==> config.mk <==
export PLATFORM = sky130hd
export DESIGN_NAME = par_delay
export DESIGN_NICKNAME = d
export VERILOG_FILES = /design/src/par_delay.sv
export SDC_FILE = /design/constraint.sdc
export NUM_CORES = 1
export LEC_CHECK = 0
export ABC_AREA = 1
export BUFFER_PORTS_ARGS = -buffer_cell sky130_fd_sc_hd__buf_2
export CORE_MARGIN = 5
export CORE_UTILIZATION = 45
export CTS_BUF_LIST = sky130_fd_sc_hd__clkbuf_8
export CTS_CLUSTER_SIZE = 8
export DETAILED_ROUTE_END_ITERATION = 8
export PLACE_DENSITY = 0.66
export REMOVE_ABC_BUFFERS = 1
export SLEW_MARGIN = 0
export SYNTH_ARGS = -nofsm -noshare
export SYNTH_HDL_FRONTEND = slang
export SYNTH_SLANG_ARGS = --single-unit
export TNS_END_PERCENT = 50
==> constraint.sdc <==
create_clock -name clock -period 2 [get_ports clock]
set_clock_uncertainty 0.15 [all_clocks]
set_input_delay 0.3 -clock clock [delete_from_list [all_inputs] [get_ports clock]]
set_output_delay 0.3 -clock clock [all_outputs]
set_load 0.005 [all_outputs]
==> src/par_delay.sv <==
`default_nettype none
// ---------------------------------------------------------------------------
// par_delay: stalling delay line
// Moves a word of side data through DEPTH registers, one step each cycle
// in which the pipeline advances.
// ---------------------------------------------------------------------------
module par_delay #(
   parameter int WIDTH = 8,
   parameter int DEPTH = 3
) (
   input  wire logic             clock,
   input  wire logic             adv,
   input  wire logic [WIDTH-1:0] d,
   output logic      [WIDTH-1:0] q
);

   logic [WIDTH-1:0] stage_ff [DEPTH];

   // Shift the line when the pipeline moves.
   always_ff @(posedge clock) begin
      if (adv) begin
         stage_ff[0] <= d;
         for (int i = 1; i < DEPTH; i++) begin
            stage_ff[i] <= stage_ff[i-1];
         end
      end
   end

   assign q = stage_ff[DEPTH-1];

endmodule
`default_nettype wire

==> flow_results.xml, run 1 <==
<?xml version="1.0" encoding="UTF-8"?>
<metrics>
  <group name="outcome">
    <metric name="outcome" unit="">finished clean</metric>
  </group>
  <group name="synthesis">
    <metric name="synth_top_cells_by_area" unit="">sky130_fd_sc_hd__edfxtp_1 92%, sky130_fd_sc_hd__buf_4 7.7%</metric>
    <metric name="synth.yosys.seq_area_share" unit="">0.923</metric>
    <metric name="synth.distinct_cells" unit="">2</metric>
    <metric name="synth_top_cells_by_count" unit="">24 x sky130_fd_sc_hd__edfxtp_1, 8 x sky130_fd_sc_hd__buf_4</metric>
    <metric name="netlist.top_cell.by_area" unit="">sky130_fd_sc_hd__edfxtp_1</metric>
    <metric name="synth_enable_flop_cells" unit="">24</metric>
    <metric name="syn_area" unit="sq um">781</metric>
    <metric name="yosys_register_bits" unit="">24</metric>
    <metric name="most_repeated_cell_in_the_gate_level_netlist_after_synthesis" unit="">sky130_fd_sc_hd__edfxtp_1</metric>
    <metric name="synth_cells" unit="">32</metric>
    <metric name="synth-warning-count" unit="">0</metric>
    <metric name="synth_flop_cell" unit="">sky130_fd_sc_hd__edfxtp_1</metric>
    <metric name="synth_top_cell_area_share" unit="">0.923</metric>
    <metric name="synthArstFlopShare" unit="">0</metric>
    <metric name="synth_area_per_cell" unit="sq um">24.4</metric>
  </group>
  <group name="global_routing">
    <metric name="grt-ovfl-total" unit="">0</metric>
    <metric name="antenna_found_initial" unit="">0</metric>
    <metric name="via_count_of_the_first_global_routing_pass" unit="">287</metric>
    <metric name="grt_first_pass_wirelength" unit="mm">1.28</metric>
    <metric name="grt_start_max_net_pins" unit="">25</metric>
    <metric name="groute.usage.overall" unit="">0.0720</metric>
  </group>
  <group name="layout">
    <metric name="largest_registers" unit="">stage_ff x24</metric>
    <metric name="insertedDiodeCount" unit="">0</metric>
    <metric name="largest-register" unit="">stage_ff</metric>
    <metric name="combined_area_of_the_multi_input_logic_cells" unit="sq um">0</metric>
    <metric name="share_of_post_route_cells_with_drive_strength_above_1" unit="">0.455</metric>
    <metric name="count_of_multi_input_combinational_gates" unit="">0</metric>
    <metric name="nets" unit="">56</metric>
    <metric name="stdcell_area" unit="sq um">868</metric>
    <metric name="flip_flop_count_of_the_largest_register_after_layout" unit="">24</metric>
    <metric name="layout-area-overhead-vs-synth" unit="%">11.2</metric>
  </group>
  <group name="floorplanning">
    <metric name="std_cell_rows" unit="">15</metric>
    <metric name="fp.dieH" unit="microns">51.7</metric>
    <metric name="io_pins" unit="">18</metric>
    <metric name="initial_standard_cell_utilization_of_the_core" unit="">0.462</metric>
    <metric name="core" unit="sq mm">0.00169</metric>
    <metric name="fp.dieW" unit="microns">51.7</metric>
    <metric name="fp.dieArea" unit="sq mm">0.00267</metric>
  </group>
  <group name="timing">
    <metric name="hold_viol_final" unit="">0</metric>
    <metric name="minimum_clock_period_after_layout" unit="ns">1.20</metric>
    <metric name="setup_repair_after_global_routing_missed_its_margin" unit="">no</metric>
    <metric name="tightest_slew" unit="ns">0.485</metric>
    <metric name="max_freq" unit="MHz">833</metric>
    <metric name="finalMaxSlewViolations" unit="">0</metric>
    <metric name="setup-tns-final" unit="ns">0</metric>
    <metric name="relSlewSlack" unit="">0.677</metric>
    <metric name="share_of_the_clock_period_used_by_the_worst_path" unit="">0.600</metric>
    <metric name="report.final.setup_viol" unit="">0</metric>
  </group>
  <group name="drt">
    <metric name="routed-via-count" unit="">296</metric>
    <metric name="routed_wire_length_per_instance" unit="microns">13.0</metric>
    <metric name="antenna_left" unit="">0</metric>
    <metric name="viasPerCell" unit="">4.85</metric>
    <metric name="drt-initial-drc-count" unit="">2</metric>
    <metric name="drc" unit="">0</metric>
    <metric name="detailed_routing_iteration_count_for_the_pre_antenna_repair_pass" unit="">2</metric>
    <metric name="drt-total-wl" unit="microns">792</metric>
  </group>
  <group name="pwr">
    <metric name="power_density" unit="mW/mm^2">1020</metric>
    <metric name="static-leakage-power" unit="nW">0.323</metric>
    <metric name="peakVddDrop" unit="uV">444</metric>
  </group>
  <group name="worst_setup_path">
    <metric name="worstSetupEndpointType" unit="">primary output</metric>
    <metric name="cp_bufs_invs" unit="">1</metric>
    <metric name="crit_chain" unit="">buf_2</metric>
    <metric name="cp_max_fo" unit="">1</metric>
    <metric name="critical_path.slowest_cell" unit="">sky130_fd_sc_hd__edfxtp_1</metric>
    <metric name="worst-endpoint-required" unit="ns">1.55</metric>
    <metric name="critPathTopFamily" unit="">flip-flops</metric>
    <metric name="critical_path_arrival" unit="ns">0.75</metric>
    <metric name="crit_path_max_incr_delay" unit="ns">0.36</metric>
    <metric name="critPathLaunchType" unit="">register</metric>
    <metric name="timing_worst_setup_path_type" unit="">register to primary output</metric>
    <metric name="ff2ff_setup_slack" unit="ns">1.21</metric>
  </group>
  <group name="cts">
    <metric name="worstSkewPairLatency" unit="ns">0.25</metric>
    <metric name="clk_path_buf_depth" unit="">2</metric>
    <metric name="cts_repair_resized_insts" unit="">0</metric>
    <metric name="clock_tree.root_cell" unit="">sky130_fd_sc_hd__clkbuf_8</metric>
    <metric name="cts_tree" unit="">done</metric>
    <metric name="cts-htree-levels" unit="">1</metric>
    <metric name="cts_hold_buf" unit="">0</metric>
    <metric name="postCtsSetupBuffers" unit="">0</metric>
    <metric name="cts_made_buffers" unit="">3</metric>
    <metric name="cts.sink_count" unit="">24</metric>
    <metric name="path_clk_slew" unit="ns">0.07</metric>
  </group>
  <group name="placement">
    <metric name="place.gp.congestion" unit="">0.567</metric>
    <metric name="placed_area" unit="sq um">827</metric>
    <metric name="io_buffer_count" unit="">17</metric>
  </group>
  <group name="hold_path">
    <metric name="hold_path.class" unit="">input pin to register</metric>
  </group>
  <group name="job">
    <metric name="drv.max_cap_violation_count" unit="">0</metric>
  </group>
</metrics>
worst paths after layout:
| check | start | to | cells past startpoint |
|---|---|---|---|
| hold reg to reg | stage_ff[0][15] | stage_ff[0][23] | 0 |
| setup reg to reg | stage_ff[0][9] | stage_ff[0][17] | 0 |
| setup / recovery | stage_ff[0][20] | q[4] | 1 |
| hold / removal | d[0] | stage_ff[0][0] | 1 |
where the power goes:
part / total (W) / internal [W] / switching [W]
Combinational: 0.0000263 / 0.0000120 / 0.0000143
Clock: 0.000261 / 0.000134 / 0.000127
Sequential: 0.000602 / 0.000594 / 0.00000770
Total: 0.000889 / 0.000740 / 0.000149
kinds of logic after synthesis:
kind of cell | after synthesis | share of synthesized area
flip-flops | 24 | 0.923
buffers and inverters | 8 | 0.0769
layer usage:
layer / up-vias / routed length [microns] / global-route usage
met1: 141 / 316 / 0.0809
li1: 137 / - / -
met5: - / 0 / 0
met2: 14 / 395 / 0.106
met4: 0 / 40 / 0.0786
met3: 4 / 39 / 0.0172
placed cells by master, fill, tap and decap left out, drive strengths merged:
cell    instances
buf            17
clkbuf          3
edfxtp         24
cell type report:
type | instances | area, sq um
well taps | 17 | 21.3
repair buffers | 17 | 85.1
flip-flops and latches | 24 | 721
clock buffers | 3 | 41.3
fillers | 135 | 821
stage by stage:
step	hold WS, ns	setup slack, ns	instances	total power [W]	utilization
after CTS	0.0566	0.779	61	0.000902	0.514
final	0.0662	0.800	61	0.000889	0.514
after floorplan	0.249	1.19	24	0.000613	-
after global placement	0.251	0.804	58	0.000637	0.490
after global routing	0.0457	0.757	61	0.000935	0.514
after detailed placement	0.255	0.762	58	0.000641	0.490
Power figures use the tool's default switching activity.
==> run 2: changes to the inputs <==
- ABC_AREA: 1 -> 0
- PLACE_DENSITY: 0.66 -> 0.68
- clock period: 2 -> 1.1 ns (I/O delays scaled with it)
==> run 2 against run 1 <==
Effect of this change: non-clock buffer count up 9; clock-buffer cell count stayed put; highest routed layer unchanged; worst setup slack lost 0.75 ns; sequential power rose by 81%; clock power grew 85%; die area unchanged; final cell count grew 16%; flip-flop and latch count unchanged; routed wire length is 12% lower; hold slack better by 0.096 ns.
==> flow_results.xml, run 2 (synthesized netlist as in run 1, its figures left out) <==
<?xml version="1.0" encoding="UTF-8"?>
<metrics>
  <group name="worst_setup_path">
    <metric name="critical_path.slowest_cell" unit="">sky130_fd_sc_hd__edfxtp_1</metric>
    <metric name="crit_path_max_incr_delay" unit="ns">0.35</metric>
    <metric name="worstSetupEndpointType" unit="">primary output</metric>
    <metric name="cp_max_fo" unit="">1</metric>
    <metric name="critical_path_arrival" unit="ns">0.74</metric>
    <metric name="worst-endpoint-required" unit="ns">0.78</metric>
    <metric name="critPathTopFamily" unit="">flip-flops</metric>
    <metric name="timing_worst_setup_path_type" unit="">register to primary output</metric>
    <metric name="destination_of_the_worst_register_to_register_timing_path" unit="">stage_ff[0][13]</metric>
    <metric name="r2r_cells" unit="">0</metric>
    <metric name="critPathLaunchType" unit="">register</metric>
    <metric name="worst_r2r_startpoint" unit="">stage_ff[0][5]</metric>
    <metric name="cp_bufs_invs" unit="">1</metric>
    <metric name="crit_chain" unit="">buf_2</metric>
    <metric name="ff2ff_setup_slack" unit="ns">0.33</metric>
  </group>
  <group name="drt">
    <metric name="routed_wire_length_per_instance" unit="microns">9.83</metric>
    <metric name="antenna_left" unit="">0</metric>
    <metric name="drt-initial-drc-count" unit="">1</metric>
    <metric name="viasPerCell" unit="">4.41</metric>
    <metric name="drc" unit="">0</metric>
    <metric name="routed-via-count" unit="">313</metric>
    <metric name="drt-total-wl" unit="microns">698</metric>
    <metric name="detailed_routing_iteration_count_for_the_pre_antenna_repair_pass" unit="">3</metric>
  </group>
  <group name="global_routing">
    <metric name="globalRouteMet3Util" unit="">0.0172</metric>
    <metric name="groute.usage.overall" unit="">0.0619</metric>
    <metric name="grt-busiest-layer" unit="">met2</metric>
    <metric name="antenna_found_initial" unit="">0</metric>
    <metric name="grt_first_pass_wirelength" unit="mm">1.15</metric>
    <metric name="grt_start_max_net_pins" unit="">25</metric>
    <metric name="via_count_of_the_first_global_routing_pass" unit="">272</metric>
    <metric name="grt-ovfl-total" unit="">0</metric>
    <metric name="use_met1" unit="">0.0725</metric>
    <metric name="use_met2" unit="">0.0869</metric>
  </group>
  <group name="layout">
    <metric name="largest_registers" unit="">stage_ff x24</metric>
    <metric name="nets" unit="">65</metric>
    <metric name="flip_flop_count_of_the_largest_register_after_layout" unit="">24</metric>
    <metric name="layout-area-overhead-vs-synth" unit="%">24.5</metric>
    <metric name="insertedDiodeCount" unit="">0</metric>
    <metric name="share_of_post_route_cells_with_drive_strength_above_1" unit="">0.389</metric>
    <metric name="combined_area_of_the_multi_input_logic_cells" unit="sq um">0</metric>
    <metric name="most-common-layout-cells" unit="">24 x sky130_fd_sc_hd__edfxtp_1, 17 x sky130_fd_sc_hd__buf_2, 8 x sky130_fd_sc_hd__dlygate4sd3_1</metric>
    <metric name="count_of_multi_input_combinational_gates" unit="">0</metric>
    <metric name="largest-register" unit="">stage_ff</metric>
    <metric name="layout.cells.most_common" unit="">sky130_fd_sc_hd__edfxtp_1</metric>
  </group>
  <group name="placement">
    <metric name="place_ws" unit="ns">0.205</metric>
    <metric name="place.gp.congestion" unit="">0.591</metric>
    <metric name="io_buffer_count" unit="">17</metric>
  </group>
  <group name="timing">
    <metric name="report.final.setup_viol" unit="">0</metric>
    <metric name="finalMaxSlewViolations" unit="">0</metric>
    <metric name="share_of_the_clock_period_used_by_the_worst_path" unit="">0.957</metric>
    <metric name="hold_viol_final" unit="">0</metric>
    <metric name="max_freq" unit="MHz">950</metric>
    <metric name="setup_repair_after_global_routing_missed_its_margin" unit="">yes</metric>
    <metric name="setup-tns-final" unit="ns">0</metric>
    <metric name="postLayoutSetupSlackWorst" unit="ns">0.0471</metric>
    <metric name="minimum_clock_period_after_layout" unit="ns">1.05</metric>
    <metric name="tightest_slew" unit="ns">0.122</metric>
    <metric name="relSlewSlack" unit="">0.918</metric>
  </group>
  <group name="hold_path">
    <metric name="hold_path.class" unit="">input pin to register</metric>
    <metric name="hold_path_startpoint" unit="">adv</metric>
    <metric name="hold_end" unit="">stage_ff[0][18]</metric>
    <metric name="holdPathStages" unit="">2</metric>
  </group>
  <group name="pwr">
    <metric name="power_density" unit="mW/mm^2">1700</metric>
    <metric name="peakVddDrop" unit="uV">858</metric>
    <metric name="static-leakage-power" unit="nW">0.368</metric>
  </group>
  <group name="floorplanning">
    <metric name="fp.dieW" unit="microns">51.7</metric>
    <metric name="fp.dieArea" unit="sq mm">0.00267</metric>
    <metric name="io_pins" unit="">18</metric>
    <metric name="std_cell_rows" unit="">15</metric>
    <metric name="initial_standard_cell_utilization_of_the_core" unit="">0.462</metric>
    <metric name="fp.dieH" unit="microns">51.7</metric>
    <metric name="core" unit="sq mm">0.00169</metric>
  </group>
  <group name="cts">
    <metric name="cts_repair_resized_insts" unit="">0</metric>
    <metric name="clk_path_buf_depth" unit="">2</metric>
    <metric name="cts_tree" unit="">done</metric>
    <metric name="worstSkewPairLatency" unit="ns">0.25</metric>
    <metric name="cts-htree-levels" unit="">1</metric>
    <metric name="path_clk_slew" unit="ns">0.07</metric>
    <metric name="cts_made_buffers" unit="">3</metric>
    <metric name="postCtsSetupBuffers" unit="">0</metric>
    <metric name="cts.sink_count" unit="">24</metric>
    <metric name="clock_tree.root_cell" unit="">sky130_fd_sc_hd__clkbuf_8</metric>
  </group>
  <group name="outcome">
    <metric name="outcome" unit="">finished clean</metric>
  </group>
  <group name="job">
    <metric name="drv.max_cap_violation_count" unit="">0</metric>
  </group>
</metrics>
==> run 2: layer usage <==
metal	wire length, microns	part of all wire
met1	297	0.43
met2	312	0.45
met3	72	0.10
met4	16	0.023
met5	0	0
==> run 2: what timing repair did <==
item | CTS | global route
hold endpoints to repair | 8 | 0
hold buffers | 8 | 0
setup endpoints to repair | 0 | 1
==> run 2: worst max-delay path by stage <==
| stage | from | endpoint | slack [ns] | cells after the start |
|---|---|---|---|---|
| after floorplan | stage_ff[0][2] | stage_ff[0][10] | 0.36 | 0 |
| after global placement | adv | stage_ff[0][0] | 0.21 | 2 |
| after detailed placement | adv | stage_ff[0][1] | 0.21 | 2 |
| after CTS | stage_ff[0][18] | q[2] | 0.03 | 1 |
| after global routing | stage_ff[0][16] | q[0] | -0.004 | 1 |
| final | stage_ff[0][16] | q[0] | 0.05 | 1 |
==> run 2: layout make-up <==
| cell class | count | area [sq um] |
|---|---|---|
| flip-flops and latches | 24 | 721 |
| fillers | 128 | 717 |
| repair buffers | 26 | 185 |
| clock buffers | 3 | 41.3 |
| well taps | 17 | 21.3 |
| clock inverters | 1 | 3.75 |
==> run 2: metrics by stage <==
step	total power, W	cell area, sq um	hold slack (ns)	util	std cells
global route	0.00172	972	0.167	0.576	71
finish	0.00165	972	0.162	0.576	71
CTS	0.00167	972	0.162	0.576	71
global placement	0.00117	847	0.192	0.501	59
detailed placement	0.00117	847	0.193	0.501	59
floorplan	0.00111	721	0.114	-	24
==> run 2: where the power goes <==
| part | switching [W] | internal (W) |
|---|---|---|
| combinational | 0.0000304 | 0.0000475 |
| sequential | 0.0000118 | 0.00108 |
| clock | 0.000234 | 0.000248 |
| total | 0.000276 | 0.00137 |
==> run 3: changes to the inputs <==
- GPL_TIMING_DRIVEN: default -> 0
- PLACE_DENSITY: 0.68 -> 0.71
==> run 3 against run 2 <==
Effect of this change: register-to-register slack hardly changed; critical endpoint is now q[1]; power is 1.1% lower; sequential share of layout area is 1.9 points higher; die area stayed put; global-route usage is 1.4 points higher; worst setup slack worse by 0.0078 ns; first-iteration DRC count stayed put; flip-flop and latch count stayed put; clock power is 2% lower; hold slack better by 0.089 ns; routed wire length is 14% higher; design area is 2.4% lower.
==> flow_results.xml, run 3 (synthesized netlist as in run 1, its figures left out) <==
<?xml version="1.0" encoding="UTF-8"?>
<metrics>
  <group name="outcome">
    <metric name="outcome" unit="">finished clean</metric>
  </group>
  <group name="cts">
    <metric name="clk_path_buf_depth" unit="">2</metric>
    <metric name="postCtsSetupBuffers" unit="">0</metric>
    <metric name="cts_tree" unit="">done</metric>
    <metric name="cts_made_buffers" unit="">3</metric>
    <metric name="worstSkewPairLatency" unit="ns">0.25</metric>
    <metric name="clock_tree.root_cell" unit="">sky130_fd_sc_hd__clkbuf_8</metric>
    <metric name="cts-htree-levels" unit="">1</metric>
    <metric name="path_clk_slew" unit="ns">0.07</metric>
    <metric name="cts.sink_count" unit="">24</metric>
    <metric name="cts_repair_resized_insts" unit="">0</metric>
  </group>
  <group name="global_routing">
    <metric name="via_count_of_the_first_global_routing_pass" unit="">323</metric>
    <metric name="antenna_found_initial" unit="">0</metric>
    <metric name="grt-ovfl-total" unit="">0</metric>
    <metric name="groute.usage.overall" unit="">0.0757</metric>
    <metric name="grt_first_pass_wirelength" unit="mm">1.35</metric>
    <metric name="grt_start_max_net_pins" unit="">25</metric>
  </group>
  <group name="timing">
    <metric name="hold_viol_final" unit="">0</metric>
    <metric name="setup_repair_after_global_routing_missed_its_margin" unit="">yes</metric>
    <metric name="max_freq" unit="MHz">943</metric>
    <metric name="share_of_the_clock_period_used_by_the_worst_path" unit="">0.964</metric>
    <metric name="hold-worst-slack" unit="ns">0.252</metric>
    <metric name="postLayoutSetupSlackWorst" unit="ns">0.0392</metric>
    <metric name="minimum_clock_period_after_layout" unit="ns">1.06</metric>
    <metric name="setup-tns-final" unit="ns">0</metric>
    <metric name="relSlewSlack" unit="">0.677</metric>
    <metric name="report.final.setup_viol" unit="">0</metric>
    <metric name="tightest_slew" unit="ns">0.484</metric>
    <metric name="finalMaxSlewViolations" unit="">0</metric>
  </group>
  <group name="layout">
    <metric name="share_of_post_route_cells_with_drive_strength_above_1" unit="">0.385</metric>
    <metric name="insertedDiodeCount" unit="">0</metric>
    <metric name="layout.cells.most_common" unit="">sky130_fd_sc_hd__edfxtp_1</metric>
    <metric name="largest_registers" unit="">stage_ff x24</metric>
    <metric name="combined_area_of_the_multi_input_logic_cells" unit="sq um">0</metric>
    <metric name="final-instance-count-excl-fill" unit="">69</metric>
    <metric name="filler_cell_count" unit="">134</metric>
    <metric name="layout-area-overhead-vs-synth" unit="%">21.5</metric>
    <metric name="count_of_multi_input_combinational_gates" unit="">0</metric>
    <metric name="nets" unit="">64</metric>
    <metric name="flip_flop_count_of_the_largest_register_after_layout" unit="">24</metric>
    <metric name="most-common-layout-cells" unit="">24 x sky130_fd_sc_hd__edfxtp_1, 17 x sky130_fd_sc_hd__buf_2, 8 x sky130_fd_sc_hd__dlygate4sd3_1</metric>
    <metric name="fin_util" unit="">0.561</metric>
    <metric name="largest-register" unit="">stage_ff</metric>
  </group>
  <group name="drt">
    <metric name="drt-initial-drc-count" unit="">1</metric>
    <metric name="routed-via-count" unit="">310</metric>
    <metric name="detailed_routing_iteration_count_for_the_pre_antenna_repair_pass" unit="">3</metric>
    <metric name="routed_wire_length_per_instance" unit="microns">11.6</metric>
    <metric name="viasPerCell" unit="">4.49</metric>
    <metric name="drc" unit="">0</metric>
    <metric name="drt-total-wl" unit="microns">797</metric>
    <metric name="antenna_left" unit="">0</metric>
  </group>
  <group name="hold_path">
    <metric name="hold_end" unit="">stage_ff[0][21]</metric>
    <metric name="hold_path.class" unit="">input pin to register</metric>
    <metric name="holdPathStages" unit="">1</metric>
    <metric name="hold_path_startpoint" unit="">adv</metric>
  </group>
  <group name="worst_setup_path">
    <metric name="crit_path_max_incr_delay" unit="ns">0.36</metric>
    <metric name="cp_max_fo" unit="">1</metric>
    <metric name="ff2ff_setup_slack" unit="ns">0.33</metric>
    <metric name="critical_path.slowest_cell" unit="">sky130_fd_sc_hd__edfxtp_1</metric>
    <metric name="r2r_cells" unit="">0</metric>
    <metric name="worstSetupEndpointType" unit="">primary output</metric>
    <metric name="worst-endpoint-required" unit="ns">0.78</metric>
    <metric name="critPathTopFamily" unit="">flip-flops</metric>
    <metric name="destination_of_the_worst_register_to_register_timing_path" unit="">stage_ff[0][17]</metric>
    <metric name="critical_path_arrival" unit="ns">0.75</metric>
    <metric name="worst_r2r_startpoint" unit="">stage_ff[0][9]</metric>
    <metric name="timing.critical_path.from" unit="">stage_ff[0][17]</metric>
    <metric name="critPathLaunchType" unit="">register</metric>
    <metric name="crit_chain" unit="">buf_2</metric>
    <metric name="timing_worst_setup_path_type" unit="">register to primary output</metric>
    <metric name="cp_bufs_invs" unit="">1</metric>
  </group>
  <group name="placement">
    <metric name="place_ws" unit="ns">-0.00161</metric>
    <metric name="io_buffer_count" unit="">17</metric>
    <metric name="place.gp.congestion" unit="">0.623</metric>
    <metric name="dp_cells" unit="">58</metric>
  </group>
  <group name="floorplanning">
    <metric name="initial_standard_cell_utilization_of_the_core" unit="">0.462</metric>
    <metric name="std_cell_rows" unit="">15</metric>
    <metric name="fp.dieArea" unit="sq mm">0.00267</metric>
    <metric name="fp.dieW" unit="microns">51.7</metric>
    <metric name="fp.dieH" unit="microns">51.7</metric>
    <metric name="core" unit="sq mm">0.00169</metric>
    <metric name="io_pins" unit="">18</metric>
  </group>
  <group name="pwr">
    <metric name="static-leakage-power" unit="nW">0.357</metric>
    <metric name="peakVddDrop" unit="uV">951</metric>
    <metric name="power_density" unit="mW/mm^2">1720</metric>
  </group>
  <group name="job">
    <metric name="drv.max_cap_violation_count" unit="">0</metric>
  </group>
</metrics>
## run 3: layout make-up
class	instances	area, sq um	share of cell area
repair buffers	25	165	0.174
flip-flops and latches	24	721	0.760
well taps	17	21.3	0.0224
clock buffers	3	41.3	0.0435
## run 3: what timing repair did
item	in CTS	in global routing
hold endpoints to repair	8	0
hold buffers	8	0
setup endpoints to repair	0	4
## run 3: routing by layer
layer,share of wire,GRT usage,routed length [microns],vias up
li1,-,-,-,152
met1,0.40,0.0771,317,143
met2,0.51,0.117,404,15
met3,0.093,0.0344,74,0
met4,0,0.0655,0,0
met5,0,0,0,-
## run 3: report_power, final
part / total (W) / internal, W / switching, W
combinational: 0.0000701 / 0.0000403 / 0.0000298
sequential: 0.00109 / 0.00108 / 0.0000123
clock: 0.000470 / 0.000243 / 0.000227
## run 3: worst max path at each step
stage	to	cells after the start
global placement	stage_ff[0][4]	1
floorplan	stage_ff[0][10]	0
CTS	q[1]	1
finish	q[1]	1
global route	q[1]	1
detailed placement	stage_ff[0][3]	1
## run 3: stage by stage
step                total power, W  area, sq um
global route               0.00171          948
CTS                        0.00165          948
finish                     0.00163          948
detailed placement         0.00116          827
global placement           0.00116          827
floorplan                  0.00111          721
